### config.mk
export PLATFORM = sky130hd
export DESIGN_NAME = double_ended_queue
export DESIGN_NICKNAME = d
export VERILOG_FILES = /design/src/hdl/deq_pkg.sv /design/src/hdl/deq_ram.sv /design/src/hdl/deq_ctrl.sv /design/src/hdl/deq_dp.sv /design/src/hdl/double_ended_queue.sv
export SDC_FILE = /design/constraint.sdc
export NUM_CORES = 1
export LEC_CHECK = 0
export BUFFER_PORTS_ARGS = -buffer_cell sky130_fd_sc_hd__buf_2
export CORE_AREA = 2 2 503 255
export CTS_CLUSTER_SIZE = 16
export DETAILED_ROUTE_END_ITERATION = 12
export DIE_AREA = 0 0 505 257
export PLACE_DENSITY = 0.51
export REMOVE_ABC_BUFFERS = 1
export SYNTH_ARGS = -nofsm -noshare
export SYNTH_HDL_FRONTEND = slang
export SYNTH_SLANG_ARGS = --single-unit
export TNS_END_PERCENT = 100
### constraint.sdc
create_clock -name clk -period 8.1 [get_ports clk]
set_clock_uncertainty 0.1 [all_clocks]
set_input_delay 1.215 -clock clk [delete_from_list [all_inputs] [get_ports clk]]
set_output_delay 1.215 -clock clk [all_outputs]
set_load 0.01 [all_outputs]
### src/hdl/deq_pkg.sv
// Shared constants, types and ring-index helpers for the double-ended queue.
package deq_pkg;

    localparam int DEPTH = 16;
    localparam int IDX_W = (DEPTH > 1) ? $clog2(DEPTH) : 1;
    localparam int CNT_W = $clog2(DEPTH + 1);
    localparam int OP_W  = 2;
    localparam int ID_W  = 31;
    localparam int SAL_W = 31;
    localparam int REC_W = ID_W + SAL_W;

    localparam logic [OP_W-1:0] OP_PUSH = 2'd0;
    localparam logic [OP_W-1:0] OP_POP  = 2'd1;
    localparam logic [OP_W-1:0] OP_PEEK = 2'd2;

    typedef logic [IDX_W-1:0] idx_t;
    typedef logic [CNT_W-1:0] cnt_t;

    typedef struct packed {
        logic take;
        logic load;
    } deq_cmd_t;

    function automatic idx_t idx_inc(input idx_t i);
        return (i == IDX_W'(DEPTH - 1)) ? '0 : idx_t'(i + 1'b1);
    endfunction

    function automatic idx_t idx_dec(input idx_t i);
        return (i == '0) ? IDX_W'(DEPTH - 1) : idx_t'(i - 1'b1);
    endfunction

endpackage

### src/hdl/deq_ram.sv
// Generic single-port-write, single-port-read RAM with registered read data.
module deq_ram #(
    parameter int WIDTH = 8,
    parameter int DEPTH = 16
) (
    input  logic                                   clk,
    input  logic                                   wr_en,
    input  logic [((DEPTH > 1) ? $clog2(DEPTH) : 1)-1:0] wr_addr,
    input  logic [WIDTH-1:0]                       wr_data,
    input  logic                                   rd_en,
    input  logic [((DEPTH > 1) ? $clog2(DEPTH) : 1)-1:0] rd_addr,
    output logic [WIDTH-1:0]                       rd_data
);

    logic [WIDTH-1:0] mem [DEPTH];

    always_ff @(posedge clk)
    begin
        if (wr_en)
        begin
            mem[wr_addr] <= wr_data;
        end
        if (rd_en)
        begin
            rd_data <= mem[rd_addr];
        end
    end

endmodule

### src/hdl/deq_ctrl.sv
// Controller: request acceptance, result load and output valid handling.
module deq_ctrl (
    input  logic              clk,
    input  logic              rst_n,
    input  logic              in_valid,
    output logic              in_stall,
    output logic              out_valid,
    input  logic              out_stall,
    output deq_pkg::deq_cmd_t cmd
);
    import deq_pkg::*;

    localparam logic ST_IDLE = 1'b0;
    localparam logic ST_LOAD = 1'b1;

    logic state_reg;
    logic state_next;
    logic out_valid_reg;
    logic out_valid_next;
    logic out_busy;

    assign out_busy  = out_valid_reg && out_stall;
    assign in_stall  = (state_reg != ST_IDLE);
    assign out_valid = out_valid_reg;

    always_comb
    begin
        cmd.take   = 1'b0;
        cmd.load   = 1'b0;
        state_next = state_reg;
        unique case (state_reg)
            ST_IDLE:
            begin
                if (in_valid)
                begin
                    cmd.take   = 1'b1;
                    state_next = ST_LOAD;
                end
            end
            ST_LOAD:
            begin
                if (!out_busy)
                begin
                    cmd.load   = 1'b1;
                    state_next = ST_IDLE;
                end
            end
            default:
            begin
                state_next = ST_IDLE;
            end
        endcase
    end

    always_comb
    begin
        if (cmd.load)
        begin
            out_valid_next = 1'b1;
        end
        else if (!out_stall)
        begin
            out_valid_next = 1'b0;
        end
        else
        begin
            out_valid_next = out_valid_reg;
        end
    end

    always_ff @(posedge clk or negedge rst_n)
    begin
        if (!rst_n)
        begin
            state_reg     <= ST_IDLE;
            out_valid_reg <= 1'b0;
        end
        else
        begin
            state_reg     <= state_next;
            out_valid_reg <= out_valid_next;
        end
    end

    a_load_shows: assert property (@(posedge clk) disable iff (!rst_n)
        cmd.load |=> out_valid)
        else $error("loaded result not presented");

endmodule

### src/hdl/deq_dp.sv
// Datapath: ring pointers, fill count, slot RAM and result register.
module deq_dp (
    input  logic                       clk,
    input  logic                       rst_n,
    input  deq_pkg::deq_cmd_t          cmd,
    input  logic [deq_pkg::OP_W-1:0]   op,
    input  logic                       from_left,
    input  logic [deq_pkg::ID_W-1:0]   rec_id,
    input  logic [deq_pkg::SAL_W-1:0]  rec_salary,
    output logic                       ok,
    output logic [deq_pkg::ID_W-1:0]   out_id,
    output logic [deq_pkg::SAL_W-1:0]  out_salary,
    output logic                       is_empty,
    output logic                       is_full
);
    import deq_pkg::*;

    idx_t left_reg;
    idx_t left_next;
    idx_t right_reg;
    idx_t right_next;
    cnt_t count_reg;
    cnt_t count_next;

    logic ok_pend_reg;
    logic rd_pend_reg;

    logic out_ok_reg;
    logic [ID_W-1:0]  out_id_reg;
    logic [SAL_W-1:0] out_sal_reg;
    logic out_empty_reg;
    logic out_full_reg;

    logic q_empty;
    logic q_full;
    logic is_push;
    logic is_read;
    logic push_ok;
    logic read_ok;

    logic             wr_en;
    idx_t             wr_addr;
    logic             rd_en;
    idx_t             rd_addr;
    logic [REC_W-1:0] rd_data;

    assign q_empty = (count_reg == '0);
    assign q_full  = (count_reg == CNT_W'(DEPTH));
    assign is_push = (op == OP_PUSH);
    assign is_read = (op == OP_POP) || (op == OP_PEEK);
    assign push_ok = is_push && !q_full;
    assign read_ok = is_read && !q_empty;

    assign wr_en   = cmd.take && push_ok;
    assign wr_addr = from_left ? idx_dec(left_reg) : right_reg;
    assign rd_en   = cmd.take && read_ok;
    assign rd_addr = from_left ? left_reg : idx_dec(right_reg);

    deq_ram #(
        .WIDTH (REC_W),
        .DEPTH (DEPTH)
    ) u_slots (
        .clk     (clk),
        .wr_en   (wr_en),
        .wr_addr (wr_addr),
        .wr_data ({rec_id, rec_salary}),
        .rd_en   (rd_en),
        .rd_addr (rd_addr),
        .rd_data (rd_data)
    );

    always_comb
    begin
        left_next  = left_reg;
        right_next = right_reg;
        count_next = count_reg;
        if (wr_en)
        begin
            if (from_left)
            begin
                left_next = wr_addr;
            end
            else
            begin
                right_next = idx_inc(right_reg);
            end
            count_next = cnt_t'(count_reg + 1'b1);
        end
        else if (rd_en && (op == OP_POP))
        begin
            if (from_left)
            begin
                left_next = idx_inc(left_reg);
            end
            else
            begin
                right_next = rd_addr;
            end
            count_next = cnt_t'(count_reg - 1'b1);
        end
    end

    always_ff @(posedge clk or negedge rst_n)
    begin
        if (!rst_n)
        begin
            left_reg  <= '0;
            right_reg <= '0;
            count_reg <= '0;
        end
        else
        begin
            left_reg  <= left_next;
            right_reg <= right_next;
            count_reg <= count_next;
        end
    end

    always_ff @(posedge clk)
    begin
        if (cmd.take)
        begin
            ok_pend_reg <= push_ok || read_ok;
            rd_pend_reg <= read_ok;
        end
        if (cmd.load)
        begin
            out_ok_reg    <= ok_pend_reg;
            out_id_reg    <= rd_pend_reg ? rd_data[REC_W-1:SAL_W] : '0;
            out_sal_reg   <= rd_pend_reg ? rd_data[SAL_W-1:0] : '0;
            out_empty_reg <= q_empty;
            out_full_reg  <= q_full;
        end
    end

    assign ok         = out_ok_reg;
    assign out_id     = out_id_reg;
    assign out_salary = out_sal_reg;
    assign is_empty   = out_empty_reg;
    assign is_full    = out_full_reg;

    a_count_bound: assert property (@(posedge clk) disable iff (!rst_n)
        count_reg <= CNT_W'(DEPTH))
        else $error("fill count beyond depth");

    a_push_grows: assert property (@(posedge clk) disable iff (!rst_n)
        wr_en |=> (count_reg == cnt_t'($past(count_reg) + 1'b1)))
        else $error("push did not advance fill count");

    a_ring_meet: assert property (@(posedge clk) disable iff (!rst_n)
        (q_empty || q_full) |-> (left_reg == right_reg))
        else $error("ring pointers disagree with fill count");

endmodule

### src/hdl/double_ended_queue.sv
// Top level of the double-ended queue: controller plus datapath.
// A bounded double-ended queue of 16 records (31-bit identifier, 31-bit salary).
// Each request pushes, pops or peeks at the left or right end and answers with
// one result: ok, the record read (zero for a push or a failed request), and the
// empty and full flags after the request. A push into a full queue or a pop/peek
// on an empty one gives ok=0 and leaves the queue as it was; op code 3 does the
// same. Requests are taken only while idle: the slot store has a registered read
// port, so the record is loaded into the result register in the load state after
// acceptance. The next request may be taken while a result waits on out_stall,
// but its own result load holds until the output register frees.
module double_ended_queue (
    input  logic                       clk,
    input  logic                       rst_n,
    input  logic                       in_valid,
    output logic                       in_stall,
    input  logic [deq_pkg::OP_W-1:0]   op,
    input  logic                       from_left,
    input  logic [deq_pkg::ID_W-1:0]   rec_id,
    input  logic [deq_pkg::SAL_W-1:0]  rec_salary,
    output logic                       out_valid,
    input  logic                       out_stall,
    output logic                       ok,
    output logic [deq_pkg::ID_W-1:0]   out_id,
    output logic [deq_pkg::SAL_W-1:0]  out_salary,
    output logic                       is_empty,
    output logic                       is_full
);
    import deq_pkg::*;

    deq_cmd_t cmd;

    deq_ctrl u_ctrl (
        .clk       (clk),
        .rst_n     (rst_n),
        .in_valid  (in_valid),
        .in_stall  (in_stall),
        .out_valid (out_valid),
        .out_stall (out_stall),
        .cmd       (cmd)
    );

    deq_dp u_dp (
        .clk        (clk),
        .rst_n      (rst_n),
        .cmd        (cmd),
        .op         (op),
        .from_left  (from_left),
        .rec_id     (rec_id),
        .rec_salary (rec_salary),
        .ok         (ok),
        .out_id     (out_id),
        .out_salary (out_salary),
        .is_empty   (is_empty),
        .is_full    (is_full)
    );

endmodule
==> results.toml <==
[logic_synthesis]
yosys_warnings = 0
synth-async-reset-ratio = 0.0132
netlist_area_um2 = 43700
yosys-top-cells-area = "edfxtp_1 (77%), mux4_2 (11%), mux2i_1 (4.3%)"
yosys.area.top_type = "edfxtp_1"
synth_edf_count = 1121
synthDistinctLibCells = 54
ys_seq_elements = 1136
ys_seq_area_frac = 0.779
syn_area_per_cell_um2 = 23.4
synth_ff_type = "edfxtp_1"
synthCells = 1868
yosysMostFrequentCell = "edfxtp_1"
synth_common_cells = "edfxtp_1 (1121), mux4_2 (218), mux2i_1 (187), and2_1 (63), clkbuf_1 (41)"
synth_top_area_share = 0.771

[worst_setup_path]
critical_path.top_delay_family = "buffers and inverters"
required_ps = 8400
slowest_delay_ps = 610
critical_path_buf_inv_count = 3
slowest_stage = "mux4_1"
startpoint_type = "input port"
crit_chain = "buf_2 > nor2b_1 > a221oi_4 > buf_12 > buf_4 > mux4_1 > mux2i_1 > mux2i_1"
crit_top_cell = "mux2i_1"
end_kind = "flop"
worstSetupPathType = "in2reg"
cp_data_arrival_time_ps = 4380
cp_max_fo = 98

[finish]
finalNonFillerCells = 3840
top_register = "u_dp.u_slots.mem"
area_delta_synth_final_pct = 13.7
top_regs = "u_dp.u_slots.mem (992), u_dp.u_slots.rd_data (62)"
num-nets-final = 2144
largest_reg_flops = 992
nFillCells = 11100
utilization = 0.397
drive_gt1_frac = 0.264

[global_routing]
grt_pass1_wl_mm = 143
gr-total-overflow = 0
grt_start_max_net_pins = 129
grtUsageTotal = 0.151
antenna_found_initial = 12
grt_pass1_vias = 20100

[sta]
period_needed_ps = 4080
tns_ps = 0
slew_headroom = 0.266
max_freq_mhz = 245
setup_viol = 0
slew_viol_final = 0
post-route-period-util = 0.503
hold_slack_ps = 326
fin_ws_ps = 4020
finalHoldViolations = 0
worst_pin_slew_ps = 1100
rsz0062_at_grt = "no"

[power_and_ir_drop]
p_leak_uw = 0.0160
power.density_nw_per_um2 = 313
worst_ir_drop_vdd_v = 0.000433

[floorplan]
ios = 136
core_area_um2 = 125000
die_area_um2 = 130000
die_x_um = 505
row_count = 92
start_util = 0.349
die_h_um = 257

[place]
dp_cells = 3648
routabilityCongestion = 0.692
dpl.hpwl_mm = 47.9
dp_worst_setup_slack_ps = 3250
io_buffers = 135

[clocking]
htree_levels = 3
clock_path_buffers = 3
post_cts_resized = 0
cts_tree = "built"
clock_sinks = 1136
clock_latency_ps = 690
numCtsBuffers = 107
postCtsSetupBuffers = 0
cts_hold_buf = 0
clock-root-buffer = "clkbuf_16"
cts.reportedPaths.clkPinSlew_ps = 60

[run]
cap_violations = 0

[route]
via_count = 19200
drtIter0Drc = 1391
wl_mm = 98.7
ant_nets = 0
wl_per_cell_um = 25.7
post_drt_via_cell_ratio = 5.00
first_pass_iters = 5
route.detailed.drc = 0

[status]
status = "complete, no violations"

[min_path]
hold_path.class = "reg2reg"
[cells by family (layout without fill, tap and decap cells)]
kind of cell             after synthesis  after routing  share of synthesized area
buffers and inverters                106            385                     0.0191
flip-flops                          1136           1136                      0.779
AO/OA/AOI/OAI                         48             48                    0.00765
adder cells (fa/ha/maj)               10             10                    0.00304
multiplexers                         438            438                      0.174
other                                  0              1                          0
AND/OR/NAND/NOR                      121            121                     0.0150
XOR/XNOR                               9              9                    0.00180
[layout make-up]
cell class                 count  area [um2]  share of cell area
tap                         1692        2120              0.0426
inverter                      16        60.1             0.00121
clock inverter                60         534              0.0108
sequential                  1136       34000               0.685
antenna                        1        2.50           0.0000504
clock buffer                 131        2830              0.0570
timing repair buffer         178        1140              0.0229
multi-input combinational    626        8960               0.180
[metal layers]
metal / track usage / share of wire
met2: 0.246 / 0.48
met5: 0 / 0.00034
met1: 0.217 / 0.47
met4: 0.0305 / 0.016
met3: 0.0243 / 0.036
[stage by stage]
stage          cell area [um2]  total power, uW
3_5_place_dp             46300            10900
2_1_floorplan            42900            10800
5_1_grt                  49700            16300
4_1_cts                  49700            15800
3_3_place_gp             46300            10900
6_report                 49700            15600
[placed cells by master (no fill, tap or decap), types with 3 or more instances in the layout]
master and n:
a21oi_1 11, buf_4 32, mux4_2 218, nor2_4 17
a21o_1 4, buf_2 135, a31oi_1 4, nand2_1 18
edfxtp_1 1121, inv_6 3, nor2_1 5, clkinv_1 30
mux4_1 30, clkinvlp_4 3, ha_1 9, xnor2_1 7
buf_12 11, mux2i_1 187, o21ai_0 10, and2_1 63
nand3_1 3, clkinv_2 14, clkbuf_16 110, clkbuf_1 21
nor3_1 3, dfrtp_1 15, bufinv_16 9, inv_1 14
[where the power goes]
group,total (uW),switching [uW],internal [uW]
Combinational,3720,1950,1770
Sequential,6970,119,6850
Clock,4880,2120,2760
Total,15600,4200,11400
[worst paths after layout]
check                           slack (ps)                        to               from  depth (start not counted)
worst max-delay path                  4020  u_dp.u_slots.rd_data[19]          from_left                          8
worst min-delay path                   330                   u_dp.ok   u_dp.ok_pend_reg                          0
worst max register to register        4040  u_dp.u_slots.rd_data[19]  u_dp.right_reg[0]                          9
worst min register to register         330                   u_dp.ok   u_dp.ok_pend_reg                          0
max in group asynchronous             7300         u_dp.count_reg[3]              rst_n                          1
min in group asynchronous              340          u_dp.left_reg[3]              rst_n                          1
No activity file was read; power rests on OpenSTA's default activity.
